$ cat src/hw/rtl/stl_pkg.sv
// ----------------------------------------------------------------------------
// stl_pkg: shared types and constants for the source tokenizer
// Token kinds, scan modes, keyword progress codes, byte classes and the
// token record that travels from the scanner to the output queue.
// ----------------------------------------------------------------------------
package stl_pkg;

	// counter widths
	localparam int OFFSET_BITS = 32;
	localparam int LINE_BITS   = 24;

	// widths of the token fields at the ports
	localparam int START_W = 32;
	localparam int LEN_W   = 32;
	localparam int LINE_W  = 24;

	// zero-extended widths used to take the low bits of a counter
	localparam int OFF_EXT  = (OFFSET_BITS > START_W) ? OFFSET_BITS : START_W;
	localparam int LINE_EXT = (LINE_BITS > LINE_W) ? LINE_BITS : LINE_W;

	// output queue
	localparam int FIFO_DEPTH = 4;
	localparam int FIFO_PTR_W = $clog2(FIFO_DEPTH);
	localparam int FIFO_CNT_W = $clog2(FIFO_DEPTH + 1);

	// ASCII codes
	localparam logic [7:0] CH_NUL   = 8'h00;
	localparam logic [7:0] CH_TAB   = 8'h09;
	localparam logic [7:0] CH_LF    = 8'h0A;
	localparam logic [7:0] CH_CR    = 8'h0D;
	localparam logic [7:0] CH_SPACE = 8'h20;
	localparam logic [7:0] CH_LPAR  = 8'h28;
	localparam logic [7:0] CH_RPAR  = 8'h29;
	localparam logic [7:0] CH_STAR  = 8'h2A;
	localparam logic [7:0] CH_PLUS  = 8'h2B;
	localparam logic [7:0] CH_MINUS = 8'h2D;
	localparam logic [7:0] CH_SLASH = 8'h2F;
	localparam logic [7:0] CH_0     = 8'h30;
	localparam logic [7:0] CH_9     = 8'h39;
	localparam logic [7:0] CH_SEMI  = 8'h3B;
	localparam logic [7:0] CH_EQUAL = 8'h3D;
	localparam logic [7:0] CH_UC_A  = 8'h41;
	localparam logic [7:0] CH_UC_Z  = 8'h5A;
	localparam logic [7:0] CH_UNDER = 8'h5F;
	localparam logic [7:0] CH_LC_A  = 8'h61;
	localparam logic [7:0] CH_LC_E  = 8'h65;
	localparam logic [7:0] CH_LC_L  = 8'h6C;
	localparam logic [7:0] CH_LC_T  = 8'h74;
	localparam logic [7:0] CH_LC_Z  = 8'h7A;

	typedef enum logic [3:0] {
		KIND_EOF   = 4'd0,
		KIND_IDENT = 4'd1,
		KIND_LET   = 4'd2,
		KIND_NUM   = 4'd3,
		KIND_PLUS  = 4'd4,
		KIND_EQUAL = 4'd5,
		KIND_SEMI  = 4'd6,
		KIND_LPAR  = 4'd7,
		KIND_RPAR  = 4'd8,
		KIND_MINUS = 4'd9,
		KIND_STAR  = 4'd10,
		KIND_SLASH = 4'd11,
		KIND_ERROR = 4'd12
	} tok_kind_t;

	typedef enum logic [1:0] {
		MODE_IDLE   = 2'd0,
		MODE_IDENT  = 2'd1,
		MODE_NUMBER = 2'd2
	} scan_mode_t;

	typedef enum logic [2:0] {
		KW_NONE = 3'd0,
		KW_L    = 3'd1,
		KW_LE   = 3'd2,
		KW_LET  = 3'd3,
		KW_MISS = 3'd4
	} kw_prog_t;

	// class of one source byte
	typedef struct packed {
		logic      is_letter;
		logic      is_digit;
		logic      is_ws;
		logic      is_lf;
		logic      is_nul;
		logic      is_l;
		logic      is_e;
		logic      is_t;
		tok_kind_t op_kind;
	} byte_class_t;

	// one token as delivered
	typedef struct packed {
		tok_kind_t           kind;
		logic [START_W-1:0]  start;
		logic [LEN_W-1:0]    length;
		logic [LINE_W-1:0]   line;
		logic                last;
	} token_t;

	// low bits of an offset, zero-extended when the counter is narrow
	function automatic logic [START_W-1:0] off_low(input logic [OFFSET_BITS-1:0] x);
		logic [OFF_EXT-1:0] w;
		w = OFF_EXT'(x);
		return w[START_W-1:0];
	endfunction

	// low bits of the line counter
	function automatic logic [LINE_W-1:0] line_low(input logic [LINE_BITS-1:0] x);
		logic [LINE_EXT-1:0] w;
		w = LINE_EXT'(x);
		return w[LINE_W-1:0];
	endfunction

endpackage

$ cat src/hw/rtl/stl_classify.sv
// ----------------------------------------------------------------------------
// stl_classify: byte classifier
// Sorts one source byte into letter, digit, blank, newline, end of source,
// and gives the operator or error kind for everything else.
// ----------------------------------------------------------------------------
module stl_classify (
	input  logic [7:0]          src,
	output stl_pkg::byte_class_t cls
);
	import stl_pkg::*;

	always_comb begin
		cls.is_letter = ((src >= CH_LC_A) && (src <= CH_LC_Z)) ||
		                ((src >= CH_UC_A) && (src <= CH_UC_Z)) || (src == CH_UNDER);
		cls.is_digit  = (src >= CH_0) && (src <= CH_9);
		cls.is_ws     = (src == CH_SPACE) || (src == CH_TAB) || (src == CH_CR);
		cls.is_lf     = (src == CH_LF);
		cls.is_nul    = (src == CH_NUL);
		cls.is_l      = (src == CH_LC_L);
		cls.is_e      = (src == CH_LC_E);
		cls.is_t      = (src == CH_LC_T);

		// single-character operators; anything unknown is an error
		case (src)
			CH_PLUS:  cls.op_kind = KIND_PLUS;
			CH_EQUAL: cls.op_kind = KIND_EQUAL;
			CH_SEMI:  cls.op_kind = KIND_SEMI;
			CH_LPAR:  cls.op_kind = KIND_LPAR;
			CH_RPAR:  cls.op_kind = KIND_RPAR;
			CH_MINUS: cls.op_kind = KIND_MINUS;
			CH_STAR:  cls.op_kind = KIND_STAR;
			CH_SLASH: cls.op_kind = KIND_SLASH;
			default:  cls.op_kind = KIND_ERROR;
		endcase
	end

endmodule

$ cat src/hw/rtl/stl_scan.sv
// ----------------------------------------------------------------------------
// stl_scan: scanner state and token builder
// Holds mode, offsets, line count and keyword progress. For each byte taken
// it closes an open identifier or number, then scans the byte itself,
// giving up to two tokens in the same cycle.
// ----------------------------------------------------------------------------
module stl_scan (
	input  logic                 clk,
	input  logic                 arst_n,
	input  logic                 en,
	input  stl_pkg::byte_class_t cls,
	output stl_pkg::token_t      tok_a,
	output stl_pkg::token_t      tok_b,
	output logic [1:0]           tok_n
);
	import stl_pkg::*;

	localparam logic [OFFSET_BITS-1:0] OFF_MAX  = '1;
	localparam logic [LINE_BITS-1:0]   LINE_MAX = '1;
	localparam logic [LINE_BITS-1:0]   LINE_ONE = LINE_BITS'(1);

	scan_mode_t             mode_q, mode_d;
	kw_prog_t               kp_q, kp_d;
	logic [OFFSET_BITS-1:0] off_q, off_d, start_q, start_d, off_inc;
	logic [LINE_BITS-1:0]   line_q, line_d;

	logic      pre_vld, new_vld, scan_byte;
	tok_kind_t pre_kind;
	token_t    pre_tok, new_tok;

	// saturating offset step
	assign off_inc = (off_q == OFF_MAX) ? off_q : off_q + OFFSET_BITS'(1);

	// next state and tokens
	always_comb begin
		mode_d    = mode_q;
		kp_d      = kp_q;
		off_d     = off_q;
		start_d   = start_q;
		line_d    = line_q;
		pre_vld   = 1'b0;
		pre_kind  = KIND_IDENT;
		scan_byte = 1'b1;
		new_vld   = 1'b0;
		new_tok   = '0;

		// continue or close the open token
		case (mode_q)
			MODE_IDENT: begin
				if (cls.is_letter || cls.is_digit) begin
					if (kp_q == KW_L && cls.is_e)
						kp_d = KW_LE;
					else if (kp_q == KW_LE && cls.is_t)
						kp_d = KW_LET;
					else
						kp_d = KW_MISS;
					off_d     = off_inc;
					scan_byte = 1'b0;
				end else begin
					pre_vld  = 1'b1;
					pre_kind = (kp_q == KW_LET) ? KIND_LET : KIND_IDENT;
					mode_d   = MODE_IDLE;
					kp_d     = KW_NONE;
				end
			end
			MODE_NUMBER: begin
				if (cls.is_digit) begin
					off_d     = off_inc;
					scan_byte = 1'b0;
				end else begin
					pre_vld  = 1'b1;
					pre_kind = KIND_NUM;
					mode_d   = MODE_IDLE;
				end
			end
			default: ;
		endcase

		pre_tok.kind   = pre_kind;
		pre_tok.start  = off_low(start_q);
		pre_tok.length = off_low(off_q - start_q);
		pre_tok.line   = line_low(line_q);
		pre_tok.last   = 1'b0;

		// scan the byte as the start of a new token
		if (scan_byte) begin
			if (cls.is_ws) begin
				off_d = off_inc;
			end else if (cls.is_lf) begin
				line_d = (line_q == LINE_MAX) ? line_q : line_q + LINE_ONE;
				off_d  = off_inc;
			end else if (cls.is_nul) begin
				new_vld        = 1'b1;
				new_tok.kind   = KIND_EOF;
				new_tok.start  = off_low(off_q);
				new_tok.length = '0;
				new_tok.line   = line_low(line_q);
				// end of source: back to reset values
				mode_d  = MODE_IDLE;
				kp_d    = KW_NONE;
				off_d   = '0;
				start_d = '0;
				line_d  = LINE_ONE;
			end else if (cls.is_letter) begin
				start_d = off_q;
				kp_d    = cls.is_l ? KW_L : KW_MISS;
				mode_d  = MODE_IDENT;
				off_d   = off_inc;
			end else if (cls.is_digit) begin
				start_d = off_q;
				mode_d  = MODE_NUMBER;
				off_d   = off_inc;
			end else begin
				new_vld        = 1'b1;
				new_tok.kind   = cls.op_kind;
				new_tok.start  = off_low(off_q);
				new_tok.length = LEN_W'(1);
				new_tok.line   = line_low(line_q);
				start_d        = off_q;
				off_d          = off_inc;
			end
		end
		new_tok.last = 1'b1;
	end

	// pack tokens in order, last flag on the final one
	always_comb begin
		tok_a = pre_vld ? pre_tok : new_tok;
		tok_b = new_tok;
		tok_a.last = !(pre_vld && new_vld);
		tok_n = {1'b0, pre_vld} + {1'b0, new_vld};
	end

	// scanner state
	always_ff @(posedge clk or negedge arst_n) begin
		if (!arst_n) begin
			mode_q  <= MODE_IDLE;
			kp_q    <= KW_NONE;
			off_q   <= '0;
			start_q <= '0;
			line_q  <= LINE_ONE;
		end else if (en) begin
			mode_q  <= mode_d;
			kp_q    <= kp_d;
			off_q   <= off_d;
			start_q <= start_d;
			line_q  <= line_d;
		end
	end

endmodule

$ cat src/hw/rtl/stl_tok_fifo.sv
// ----------------------------------------------------------------------------
// stl_tok_fifo: token output queue
// Small register queue that takes up to two tokens per cycle and hands out
// one per cycle from its head entry.
// ----------------------------------------------------------------------------
module stl_tok_fifo (
	input  logic                          clk,
	input  logic                          arst_n,
	input  logic [1:0]                    push_n,
	input  stl_pkg::token_t               push_a,
	input  stl_pkg::token_t               push_b,
	input  logic                          pop,
	output stl_pkg::token_t               head,
	output logic [stl_pkg::FIFO_CNT_W-1:0] count
);
	import stl_pkg::*;

	token_t                entry_q [FIFO_DEPTH];
	logic [FIFO_PTR_W-1:0] wr_q, rd_q, wr_nx;
	logic [FIFO_CNT_W-1:0] count_q;

	assign wr_nx = wr_q + FIFO_PTR_W'(1);
	assign head  = entry_q[rd_q];
	assign count = count_q;

	// storage
	always_ff @(posedge clk) begin
		for (int i = 0; i < FIFO_DEPTH; i++) begin
			if (push_n != 2'd0 && wr_q == FIFO_PTR_W'(i))
				entry_q[i] <= push_a;
			else if (push_n == 2'd2 && wr_nx == FIFO_PTR_W'(i))
				entry_q[i] <= push_b;
		end
	end

	// pointers and fill level
	always_ff @(posedge clk or negedge arst_n) begin
		if (!arst_n) begin
			wr_q    <= '0;
			rd_q    <= '0;
			count_q <= '0;
		end else begin
			wr_q    <= wr_q + FIFO_PTR_W'(push_n);
			if (pop)
				rd_q <= rd_q + FIFO_PTR_W'(1);
			count_q <= count_q + FIFO_CNT_W'(push_n) - FIFO_CNT_W'(pop);
		end
	end

endmodule

$ cat src/hw/rtl/source_tokenizer.sv
// ----------------------------------------------------------------------------
// source_tokenizer: byte-serial lexical scanner
// Turns a stream of ASCII source bytes into identifier, keyword, number,
// operator, error and end-of-source tokens with offset, length and line.
// ----------------------------------------------------------------------------
//
//  channel  | signals                               | role
//  ---------+---------------------------------------+--------------------------
//  source   | src_valid, src_ready, source_byte     | one source byte per transfer
//  token    | tok_valid, tok_ready, token_kind,     | one token per transfer
//           | token_start, token_length,            |
//           | token_line, last_of_run               |
//
//  A byte goes from the input register to the scanner; one byte per cycle is
//  sustained while each byte gives at most one token and tok_ready is high. A
//  byte that closes an identifier or number and is itself an operator, error or
//  end of source gives two tokens, which drain from the four-entry output queue
//  at one per cycle while tok_ready is high. The scanner takes a byte only while
//  the queue holds two tokens or fewer. Reset empties the input register and
//  queue and puts the scanner at offset 0, line 1. Output stalls back up through
//  the queue to src_ready; there is no combinational path between them.
module source_tokenizer (
	input  logic        clk,
	input  logic        arst_n,
	input  logic        src_valid,
	output logic        src_ready,
	input  logic [7:0]  source_byte,
	output logic        tok_valid,
	input  logic        tok_ready,
	output logic [3:0]  token_kind,
	output logic [31:0] token_start,
	output logic [31:0] token_length,
	output logic [23:0] token_line,
	output logic        last_of_run
);
	import stl_pkg::*;

	localparam logic [FIFO_CNT_W-1:0] ROOM_MAX = FIFO_CNT_W'(FIFO_DEPTH - 2);

	logic                  valid_s1, consume, pop;
	logic [7:0]            byte_s1;
	byte_class_t           cls;
	token_t                tok_a, tok_b, head;
	logic [1:0]            tok_n, push_n;
	logic [FIFO_CNT_W-1:0] count;

	// scanner takes the held byte when the queue has room for two tokens
	assign consume   = valid_s1 && (count <= ROOM_MAX);
	assign src_ready = !valid_s1 || consume;
	assign push_n    = consume ? tok_n : 2'd0;
	assign pop       = tok_valid && tok_ready;

	// input register
	always_ff @(posedge clk or negedge arst_n) begin
		if (!arst_n)
			valid_s1 <= 1'b0;
		else if (src_ready)
			valid_s1 <= src_valid;
	end

	always_ff @(posedge clk) begin
		if (src_valid && src_ready)
			byte_s1 <= source_byte;
	end

	stl_classify u_classify (
		.src (byte_s1),
		.cls (cls)
	);

	stl_scan u_scan (
		.clk    (clk),
		.arst_n (arst_n),
		.en     (consume),
		.cls    (cls),
		.tok_a  (tok_a),
		.tok_b  (tok_b),
		.tok_n  (tok_n)
	);

	stl_tok_fifo u_fifo (
		.clk    (clk),
		.arst_n (arst_n),
		.push_n (push_n),
		.push_a (tok_a),
		.push_b (tok_b),
		.pop    (pop),
		.head   (head),
		.count  (count)
	);

	// token outputs
	assign tok_valid    = (count != '0);
	assign token_kind   = head.kind;
	assign token_start  = head.start;
	assign token_length = head.length;
	assign token_line   = head.line;
	assign last_of_run  = head.last;

	// queue never overfills
	a_fifo_bound: assert property (@(posedge clk) disable iff (!arst_n)
		count <= FIFO_CNT_W'(FIFO_DEPTH))
		else $error("token queue over its depth");

	// a byte is only scanned with room for two tokens
	a_room: assert property (@(posedge clk) disable iff (!arst_n)
		consume |-> (count + FIFO_CNT_W'(push_n) - FIFO_CNT_W'(pop))
			<= FIFO_CNT_W'(FIFO_DEPTH))
		else $error("scan without room in token queue");

	// an accepted byte is held for the scanner next cycle
	a_hold: assert property (@(posedge clk) disable iff (!arst_n)
		(src_valid && src_ready) |=> valid_s1)
		else $error("accepted byte lost from input register");

	// pushing two tokens only happens with the first not marked last
	a_pair: assert property (@(posedge clk) disable iff (!arst_n)
		(push_n == 2'd2) |-> (!tok_a.last && tok_b.last))
		else $error("token pair with wrong last flags");

endmodule
$ cat config.mk
export PLATFORM = sky130hd
export DESIGN_NAME = source_tokenizer
export DESIGN_NICKNAME = d
export VERILOG_FILES = /design/src/hw/rtl/stl_pkg.sv /design/src/hw/rtl/stl_classify.sv /design/src/hw/rtl/stl_scan.sv /design/src/hw/rtl/stl_tok_fifo.sv /design/src/hw/rtl/source_tokenizer.sv
export SDC_FILE = /design/constraint.sdc
export NUM_CORES = 1
export LEC_CHECK = 0
export BUFFER_PORTS_ARGS = -buffer_cell sky130_fd_sc_hd__clkbuf_2
export CAP_MARGIN = 0
export CORE_MARGIN = 2
export CORE_UTILIZATION = 55
export DETAILED_ROUTE_END_ITERATION = 16
export PLACE_DENSITY = 0.73
export RECOVER_POWER = 100
export SYNTH_ARGS = -nofsm -noshare
export SYNTH_HDL_FRONTEND = slang
export SYNTH_SLANG_ARGS = --single-unit
export TNS_END_PERCENT = 1
$ cat constraint.sdc
create_clock -name clk -period 18.1 [get_ports clk]
set_input_delay 1.81 -clock clk [delete_from_list [all_inputs] [get_ports clk]]
set_output_delay 1.81 -clock clk [all_outputs]
set_load 0.1 [all_outputs]
==> Implementation_results.wiki, run 1 <==
{| class="wikitable"
! Metric !! Value
|-
| Share of synthesized area occupied by flip-flops and latches || 58.4%
|-
| Type of the most critical hold path || flop to flop
|-
| Initial Utilization || 55.7%
|-
| Post-CTS setup repair buffer count || 0
|-
| Run status || finished with violations
|-
| CTS Hold Buffers Added || 0
|-
| Number of gates given a new drive strength after cts || 0
|-
| Post-Synthesis Net Count || 2069
|-
| Synthesized area || 23300 sq um
|-
| Delay contributed by the slowest stage of the critical path || 3.06 ns
|-
| Type of the setup path with the least slack || flop to primary output
|-
| Die span in x || 210 microns
|-
| Total overflow reported by the global router || 0
|-
| Setup TNS Final || 0 ns
|-
| Max H-tree Level || 2
|-
| Proportion of synthesized flip-flops having asynchronous set or reset || 21.0%
|-
| Launch point of the critical path || u_fifo.rd_q[0]
|-
| Clock Skew || 0.0164 ns
|-
| Total count of hold-check failures in the final report || 0
|-
| Clock Sinks || 481
|-
| Number of standard-cell rows in the floorplan || 75
|-
| Vertical die dimension || 210 microns
|-
| Violated checks || max-capacitance violations, max-slew violations
|-
| Most instantiated flip-flop cell in the synthesis netlist || edfxtp_1
|-
| Worst Max-Slew Pin Slew || 4.48 ns
|-
| Number of buffers created by CTS || 48
|-
| Distinct cell type count of the synthesized netlist || 75
|-
| Least setup slack across all paths after layout || 7.61 ns
|-
| Post-Synthesis Mean Instance Area || 11.6 sq um
|-
| Vias in the first global route || 15978
|-
| DP Wirelength || 36100 microns
|-
| Core outline area || 41900 sq um
|-
| Ordered list of cells on the worst path || clkbuf_1, clkbuf_1, mux4_2, clkbuf_1
|-
| Total GRT Usage || 26.7%
|-
| Final RePlAce weighted congestion || 0.901
|-
| Routed Antenna Nets || 0
|-
| Unrepaired setup endpoints after global routing || false
|-
| Critical Path Slowest Stage Cell || clkbuf_1
|-
| Clock latency of the later-clocked register in the worst-skew pair || 0.59 ns
|-
| Critical path destination || token_start[1]
|-
| Count of pins over their slew limit || 1076
|-
| Relative max-transition margin || -199%
|-
| CP required || 16.29 ns
|-
| Area of the die || 44100 sq um
|-
| First-pass GRT wire length || 90300 microns
|-
| Largest net degree at the start of global routing || 69
|-
| Inserted Diodes || 0
|-
| Number of vias after detailed routing || 16242
|-
| Clock root buffer master || clkbuf_16
|-
| Count of flip-flops with a built-in enable after synthesis || 348
|-
| Detailed-route vias per instance || 6.09
|-
| Placement Setup Slack || 12.28 ns
|-
| Port bufs || 106
|-
| Reg-to-reg slack, setup || 8.14 ns
|-
| Count of maximum capacitance violations || 25
|-
| Number of warnings issued by yosys || 0
|-
| Count of state elements after synthesis || 481
|-
| Count of final setup violators || 0
|-
| Clk slew on worst S/H paths || 0.06 ns
|-
| Syn-to-layout area delta || 10.2%
|-
| Peak Freq || 95.3 MHz
|-
| Maximum buffer depth of the clock tree || 3
|-
| Antenna violations before repair || 0
|-
| Critical register-to-register path endpoint || u_fifo.entry_q[2][7]
|-
| Critical Path Source Type || flop
|-
| Worst reg2reg startpoint || byte_s1[1]
|-
| Clock period minus worst slack || 10.49 ns
|-
| Cells after synthesis || 2015
|-
| Number of search-and-repair iterations in the first detailed-routing pass || 5
|-
| Arrival time worst endpoint || 8.68 ns
|-
| DR WL/cell || 21.5 microns
|-
| Number of nets in the finished design || 2140
|-
| Final routed wirelength across all metal layers || 57300 microns
|-
| Share of post-route cells with drive strength above 1 || 9.55%
|-
| Kind of end point of the critical path || primary output
|-
| Cell repeated most along the worst path || clkbuf_1
|-
| Number of DRC violations after detailed-routing iteration 0 || 1819
|-
| Depth of the worst register-to-register path || 13
|-
| Ports placed on the boundary || 107
|-
| Period Utilization, post-route || 57.9%
|-
| TritonCTS clock tree || yes
|-
| DR DRC count || 0
|-
| Number of stages on the worst hold path || 2
|-
| Largest driver fanout on the critical path || 49
|}
placed cells by master (no fill, tap or decap), drive strengths merged, types with 8 or more instances in the layout:
| master | n |
|---|---|
| a31oi | 8 |
| nand2b | 10 |
| nor4 | 10 |
| or3 | 12 |
| a21o | 12 |
| dfrtp | 100 |
| xnor2 | 51 |
| o21ai | 199 |
| mux2i | 8 |
| and3 | 18 |
| nor2 | 229 |
| edfxtp | 348 |
| mux4 | 93 |
| ha | 40 |
| o22ai | 33 |
| clkbuf | 190 |
| nor2b | 55 |
| inv | 70 |
| nand3 | 33 |
| and2 | 25 |
| a21oi | 48 |
| nand4 | 20 |
| dfxtp | 32 |
| xor2 | 28 |
| nand2 | 304 |
| nor3 | 35 |
| o31ai | 15 |
| clkinv | 22 |
final cells by class:
type	count	area, sq um
fillers	3301	16200
flip-flops and latches	481	13600
multi-input cells	1355	9000
clock buffers	61	1360
well taps	539	674
repair buffers	133	520
clock inverters	29	255
inverters	67	251
routing by layer:
layer	global-route usage [%]	wire length, microns	vias up
met5	0	0	-
met4	7.19	1110	0
met3	4.43	4090	69
met2	42.4	27000	610
met1	38.5	25100	8135
li1	-	-	7428
cells in the mapped netlist (all sizes together), types with 3 or more instances:
library cell	count	area, sq um
buf	37	181
and4	4	35.0
a22o	3	26.3
nor4	10	68.8
o21bai	6	45.0
nand2b	10	62.6
o221ai	4	35.0
and3	18	114
o31ai	15	113
o21a	4	30.0
nand3	33	165
mux4	93	2090
nand4	20	131
o21ai	199	996
dfrtp	100	2500
mux2i	8	80.1
xnor2	51	447
nor3	35	175
a21o	12	90.1
xor2	28	245
or3	12	80.1
nand3b	3	22.5
o22ai	33	206
inv	67	251
a21oi	48	244
or2	7	43.8
and2	25	156
edfxtp	348	10500
nor2	229	862
ha	40	500
dfxtp	32	641
nand2	304	1140
clkbuf	75	283
a211oi	3	22.5
a31oi	8	65.1
nor2b	55	344
nor3b	7	52.6
through the flow:
stage / instance area (sq um) / utilization (%) / hold slack, ns / cells
floorplan: 23300 / - / 0.420 / 2015
global placement: 24300 / 58.1 / 0.433 / 2575
detailed placement: 24300 / 58.1 / 0.438 / 2575
CTS: 26000 / 62.0 / 0.447 / 2665
global route: 25700 / 61.4 / 0.484 / 2665
finish: 25700 / 61.4 / 0.454 / 2665
how the worst min path moves through the flow:
stage               slack, ns                     to                   from
finish                   0.45  u_fifo.entry_q[2][41]  u_fifo.entry_q[2][41]
global route             0.48   u_fifo.entry_q[2][0]   u_fifo.entry_q[2][0]
CTS                      0.45  u_fifo.entry_q[2][54]  u_fifo.entry_q[2][54]
detailed placement       0.44  u_fifo.entry_q[2][54]  u_fifo.entry_q[2][54]
global placement         0.43  u_fifo.entry_q[2][46]  u_fifo.entry_q[2][46]
floorplan                0.42  u_fifo.entry_q[2][55]  u_fifo.entry_q[2][55]
sequential cells by signal (all words and copies together), names as in the netlist, 2 cells and up:
register	count
u_fifo.entry_q	372
u_scan.off_q	32
u_scan.start_q	32
u_scan.line_q	24
byte_s1	8
u_fifo.count	3
u_scan.kp_q	3
u_fifo.rd_q	2
u_fifo.wr_q	2
u_scan.mode_q	2
cell families (layout without fill, tap and decap cells):
logic type | after synthesis | in the layout | synth area share [%]
multiplexers | 101 | 101 | 9.33
flip-flops | 481 | 481 | 58.4
XOR/XNOR | 79 | 79 | 2.97
buffers and inverters | 179 | 290 | 3.07
AND/OR/NAND/NOR | 778 | 778 | 15.1
AO/OA/AOI/OAI | 355 | 355 | 8.84
adder cells (fa/ha/maj) | 42 | 42 | 2.32
worst max-delay path: cells and delay by family, from the launching register on:
kind                   cells  cell delay (ns)
buffers and inverters      3             6.99
flip-flops                 1             0.39
multiplexers               1             0.64
Power of run 1 is left out: the tool's default activity adds up to more than one toggle a clock period on the data nets, which glitch-free logic cannot reach.
==> inputs of run 2 (changes only) <==
==> constraint.sdc (replaced) <==
create_clock -name clk -period 10 [get_ports clk]
set_input_delay 1 -clock clk [delete_from_list [all_inputs] [get_ports clk]]
set_output_delay 1 -clock clk [all_outputs]
set_load 0.1 [all_outputs]
==> run 2 against run 1 <==
The flow still finishes with violations (max-capacitance violations, max-slew violations). Routed wire length shrank 1.0%. Final area is essentially flat. Via count barely moved. Worst hold slack worse by 0.0029 ns. Die area did not move. Non-clock buffer count down 1. Global-route usage fell by 0.40 points. Register-to-register slack lost 5.6 ns. Critical endpoint is now u_fifo.entry_q[2][16]. Critical path type is now flop to flop. Clock skew grew 0.0032 ns. Clock-buffer cell count rose by 11. Cell count is essentially flat. Worst setup slack lost 5.1 ns.
==> Implementation_results.wiki, run 2 (same netlist as run 1, synthesis figures left out) <==
{| class="wikitable"
! Metric !! Value
|-
| Count of final setup violators || 0
|-
| Critical register-to-register path endpoint || u_fifo.entry_q[2][16]
|-
| CTS Hold Buffers Added || 0
|-
| Clock Skew || 0.0196 ns
|-
| Total GRT Usage || 26.3%
|-
| Port bufs || 106
|-
| Reg-to-reg slack, setup || 2.51 ns
|-
| Commonest non-fill, non-tap cell in the layout || edfxtp_1
|-
| Die span in x || 210 microns
|-
| Number of buffers created by CTS || 49
|-
| Number of DRC violations after detailed-routing iteration 0 || 1447
|-
| DR DRC count || 0
|-
| Critical path destination || u_fifo.entry_q[2][16]
|-
| Period Utilization, post-route || 74.9%
|-
| Number of vias after detailed routing || 16258
|-
| Max H-tree Level || 2
|-
| Clock latency of the later-clocked register in the worst-skew pair || 0.58 ns
|-
| CP required || 10.17 ns
|-
| TritonCTS clock tree || yes
|-
| Number of standard-cell rows in the floorplan || 75
|-
| Relative max-transition margin || -153%
|-
| Inserted Diodes || 0
|-
| Launch point of the critical path || byte_s1[1]
|-
| Initial Utilization || 55.7%
|-
| Type of the most critical hold path || flop to flop
|-
| DR WL/cell || 21.3 microns
|-
| Max FFs per register || 372
|-
| Count of pins over their slew limit || 662
|-
| Kind of end point of the critical path || flop
|-
| Type of the setup path with the least slack || flop to flop
|-
| Count of maximum capacitance violations || 17
|-
| Run status || finished with violations
|-
| Setup TNS Final || 0 ns
|-
| Number of nets in the finished design || 2140
|-
| First-pass GRT wire length || 89600 microns
|-
| Total overflow reported by the global router || 0
|-
| Maximum buffer depth of the clock tree || 3
|-
| Area of the die || 44100 sq um
|-
| Core outline area || 41900 sq um
|-
| Clock period minus worst slack || 7.49 ns
|-
| Vertical die dimension || 210 microns
|-
| Worst reg2reg startpoint || byte_s1[1]
|-
| Number of search-and-repair iterations in the first detailed-routing pass || 7
|-
| Reg with most FFs || u_fifo.entry_q
|-
| Largest net degree at the start of global routing || 70
|-
| Unrepaired setup endpoints after global routing || false
|-
| Critical Path Source Type || flop
|-
| Routed Antenna Nets || 0
|-
| Arrival time worst endpoint || 7.66 ns
|-
| Final Core Density || 61.4%
|-
| Share of post-route cells with drive strength above 1 || 11.5%
|-
| Registers with the highest flip-flop counts || u_fifo.entry_q: 372 flops, u_scan.off_q: 32 flops, u_scan.start_q: 32 flops
|-
| Antenna violations before repair || 0
|-
| Depth of the worst register-to-register path || 13
|-
| Peak Freq || 134 MHz
|-
| Number of inserted filler cells in the final layout || 3291
|-
| Total count of hold-check failures in the final report || 0
|-
| Clk slew on worst S/H paths || 0.06 ns
|-
| Syn-to-layout area delta || 10.2%
|-
| Vias in the first global route || 15874
|-
| Number of gates given a new drive strength after cts || 0
|-
| Placement Setup Slack || 4.21 ns
|-
| Final RePlAce weighted congestion || 0.927
|-
| Largest driver fanout on the critical path || 54
|-
| Detailed-route vias per instance || 6.10
|-
| Violated checks || max-capacitance violations, max-slew violations
|-
| Ports placed on the boundary || 107
|-
| Clock Sinks || 481
|-
| Post-CTS setup repair buffer count || 0
|-
| DP Wirelength || 35800 microns
|-
| Most frequent cells in the layout || edfxtp_1, nand2_1, nor2_1, o21ai_0, dfrtp_1
|-
| Clock root buffer master || clkbuf_16
|-
| Worst Max-Slew Pin Slew || 3.79 ns
|-
| Least setup slack across all paths after layout || 2.51 ns
|-
| Final routed wirelength across all metal layers || 56700 microns
|}
## run 2: stage by stage
| step | std cells | hold WS, ns | instance area, sq um |
|---|---|---|---|
| 2_1_floorplan | 2015 | 0.420 | 23300 |
| 3_3_place_gp | 2574 | 0.431 | 24300 |
| 3_5_place_dp | 2574 | 0.438 | 24300 |
| 4_1_cts | 2666 | 0.369 | 25900 |
| 5_1_grt | 2666 | 0.486 | 25700 |
| 6_report | 2666 | 0.452 | 25700 |
## run 2: how the worst min path moves through the flow
| stage | startpoint | to | slack [ns] | depth (start not counted) |
|---|---|---|---|---|
| 2_1_floorplan | u_fifo.entry_q[2][55] | u_fifo.entry_q[2][55] | 0.42 | 2 |
| 3_3_place_gp | u_fifo.entry_q[2][38] | u_fifo.entry_q[2][38] | 0.43 | 2 |
| 3_5_place_dp | u_fifo.entry_q[2][46] | u_fifo.entry_q[2][46] | 0.44 | 2 |
| 4_1_cts | arst_n | u_scan.line_q[5] | 0.37 | 1 |
| 5_1_grt | u_fifo.entry_q[2][49] | u_fifo.entry_q[2][49] | 0.49 | 2 |
| 6_report | u_fifo.entry_q[2][46] | u_fifo.entry_q[2][46] | 0.45 | 2 |
## run 2: layer usage
layer	GRT usage (%)	vias up	routed length [microns]
li1	-	7449	-
met2	42.0	621	26900
met1	37.5	8095	24100
met5	0	-	0
met4	8.19	0	1430
met3	3.95	93	4260
## run 2: area by class of cell
cell class	count	area, sq um	area share (%)
Sequential cell	481	13600	53.0
Multi-Input combinational cell	1355	8990	35.0
Clock buffer	72	1410	5.47
Tap cell	539	674	2.62
Timing Repair Buffer	132	602	2.34
Inverter	67	251	0.978
Clock inverter	20	163	0.633
## run 2: critical path: stages (launching register included)
cell      delay, ns
edfxtp_1       0.55
nor4_1         0.45
o21bai_1       0.12
a21bo_1        0.19
a31oi_1        0.56
and3_1         1.43
ha_1           0.50
nand2b_1       0.20
or2_2          0.33
nor3b_1        0.62
nor2_4         0.06
buf_4          0.31
inv_1          0.35
clkbuf_2       1.31
Power of run 2 is left out for the same reason.
==> inputs of run 3 (changes only) <==
==> constraint.sdc (replaced) <==
create_clock -name clk -period 7.3 [get_ports clk]
set_input_delay 0.73 -clock clk [delete_from_list [all_inputs] [get_ports clk]]
set_output_delay 0.73 -clock clk [all_outputs]
set_load 0.1 [all_outputs]
==> run 3 against run 2 <==
The flow still finishes with violations (max-capacitance violations, max-slew violations). Clock-buffer cell count is 10 lower. Register-to-register slack lost 1.3 ns. Worst setup slack lost 1.3 ns.
==> Implementation_results.wiki, run 3 (same netlist as run 1, synthesis figures left out) <==
{| class="wikitable"
! Metric !! Value
|-
| Number of standard-cell rows in the floorplan || 75
|-
| First-pass GRT wire length || 89600 microns
|-
| DR WL/cell || 21.4 microns
|-
| Setup TNS Final || 0 ns
|-
| Inserted Diodes || 0
|-
| TritonCTS clock tree || yes
|-
| CP required || 7.55 ns
|-
| Worst Max-Slew Pin Slew || 3.60 ns
|-
| Critical Path Slowest Stage Cell || clkbuf_1
|-
| Number of gates given a new drive strength after cts || 0
|-
| Maximum buffer depth of the clock tree || 3
|-
| Detailed-route vias per instance || 6.16
|-
| CTS Hold Buffers Added || 0
|-
| Launch point of the critical path || byte_s1[1]
|-
| Reg-to-reg slack, setup || 1.17 ns
|-
| Share of post-route cells with drive strength above 1 || 10.4%
|-
| DP Wirelength || 36300 microns
|-
| Total overflow reported by the global router || 0
|-
| Number of buffers created by CTS || 49
|-
| Clock latency of the later-clocked register in the worst-skew pair || 0.59 ns
|-
| Unrepaired setup endpoints after global routing || false
|-
| Syn-to-layout area delta || 10.7%
|-
| Clk slew on worst S/H paths || 0.06 ns
|-
| Period Utilization, post-route || 84.0%
|-
| Total count of hold-check failures in the final report || 0
|-
| Final routed wirelength across all metal layers || 57200 microns
|-
| Arrival time worst endpoint || 6.38 ns
|-
| Number of nets in the finished design || 2140
|-
| Clock root buffer master || clkbuf_16
|-
| Ports placed on the boundary || 107
|-
| Type of the setup path with the least slack || flop to flop
|-
| Number of DRC violations after detailed-routing iteration 0 || 1851
|-
| Least setup slack across all paths after layout || 1.17 ns
|-
| Port bufs || 106
|-
| Max H-tree Level || 2
|-
| Routed Antenna Nets || 0
|-
| Type of the most critical hold path || primary input to flop
|-
| Vertical die dimension || 210 microns
|-
| Relative max-transition margin || -140%
|-
| Critical path destination || u_fifo.entry_q[2][88]
|-
| Die span in x || 210 microns
|-
| Critical register-to-register path endpoint || u_fifo.entry_q[2][88]
|-
| Worst reg2reg startpoint || byte_s1[1]
|-
| Total GRT Usage || 26.4%
|-
| Max FFs per register || 372
|-
| Peak Freq || 163 MHz
|-
| Core outline area || 41900 sq um
|-
| Largest net degree at the start of global routing || 82
|-
| Violated checks || max-capacitance violations, max-slew violations
|-
| Placement Setup Slack || 1.86 ns
|-
| Initial Utilization || 55.7%
|-
| Ordered list of cells on the worst path || nor4_1, o21bai_1, a21bo_1, a31oi_1, and3_2, ha_1, o211ai_1, nor2_1, nor2_2, clkbuf_1, o21ai_0
|-
| Clock period minus worst slack || 6.13 ns
|-
| Count of maximum capacitance violations || 12
|-
| Area of the die || 44100 sq um
|-
| Largest driver fanout on the critical path || 38
|-
| Commonest non-fill, non-tap cell in the layout || edfxtp_1
|-
| Clock Sinks || 481
|-
| Reg with most FFs || u_fifo.entry_q
|-
| Final Core Density || 61.7%
|-
| Vias in the first global route || 15842
|-
| Registers with the highest flip-flop counts || u_fifo.entry_q: 372 flops, u_scan.off_q: 32 flops, u_scan.start_q: 32 flops
|-
| Number of vias after detailed routing || 16414
|-
| Count of final setup violators || 0
|-
| Critical Path Source Type || flop
|-
| Run status || finished with violations
|-
| Delay contributed by the slowest stage of the critical path || 1.57 ns
|-
| Post-CTS setup repair buffer count || 0
|-
| Kind of end point of the critical path || flop
|-
| Final RePlAce weighted congestion || 0.914
|-
| Clock Skew || 0.0142 ns
|-
| Antenna violations before repair || 0
|-
| DR DRC count || 0
|-
| Count of pins over their slew limit || 509
|-
| Number of search-and-repair iterations in the first detailed-routing pass || 6
|-
| Most frequent cells in the layout || edfxtp_1, nand2_1, nor2_1, o21ai_0, clkbuf_1
|-
| Depth of the worst register-to-register path || 11
|}
[run 3: metrics by stage]
| stage | area (sq um) | hold slack [ns] | cells |
|---|---|---|---|
| finish | 25800 | 0.316 | 2665 |
| global route | 25800 | 0.308 | 2665 |
| CTS | 26000 | 0.133 | 2665 |
| detailed placement | 24400 | 0.439 | 2574 |
| global placement | 24400 | 0.429 | 2574 |
| floorplan | 23300 | 0.420 | 2015 |
[run 3: layout make-up]
cell class | instances | area [sq um]
clock buffer | 62 | 1350
clock inverter | 29 | 330
sequential | 481 | 13600
tap | 539 | 674
fill | 3265 | 16000
multi-input combinational | 1355 | 9000
inverter | 67 | 251
timing repair buffer | 132 | 582
[run 3: worst min path at each step]
stage / start / to / slack (ns) / cells after the start
after global routing: source_byte[6] / byte_s1[6] / 0.31 / 1
after detailed placement: u_fifo.entry_q[2][39] / u_fifo.entry_q[2][39] / 0.44 / 2
after global placement: u_fifo.entry_q[2][37] / u_fifo.entry_q[2][37] / 0.43 / 2
after CTS: arst_n / u_scan.line_q[19] / 0.13 / 1
final: source_byte[7] / byte_s1[7] / 0.32 / 1
after floorplan: u_fifo.entry_q[2][55] / u_fifo.entry_q[2][55] / 0.42 / 2
[run 3: metal layers]
metal,routed length [microns],part of all wire (%),vias up,global-route usage [%]
met4,1060,1.8,0,7.02
met1,24700,43,8172,38.8
met5,0,0,-,0
li1,-,-,7448,-
met2,26700,47,726,41.6
met3,4620,8.1,68,3.80
[run 3: worst max-delay path, delay by kind of cell, from the launching register on]
| kind | cells | cell delay (ns) |
|---|---|---|
| AO/OA/AOI/OAI | 5 | 1.57 |
| buffers and inverters | 1 | 1.57 |
| flip-flops | 1 | 0.56 |
| adder cells (fa/ha/maj) | 1 | 0.43 |
| AND/OR/NAND/NOR | 4 | 1.64 |
Power of run 3 is left out for the same reason.
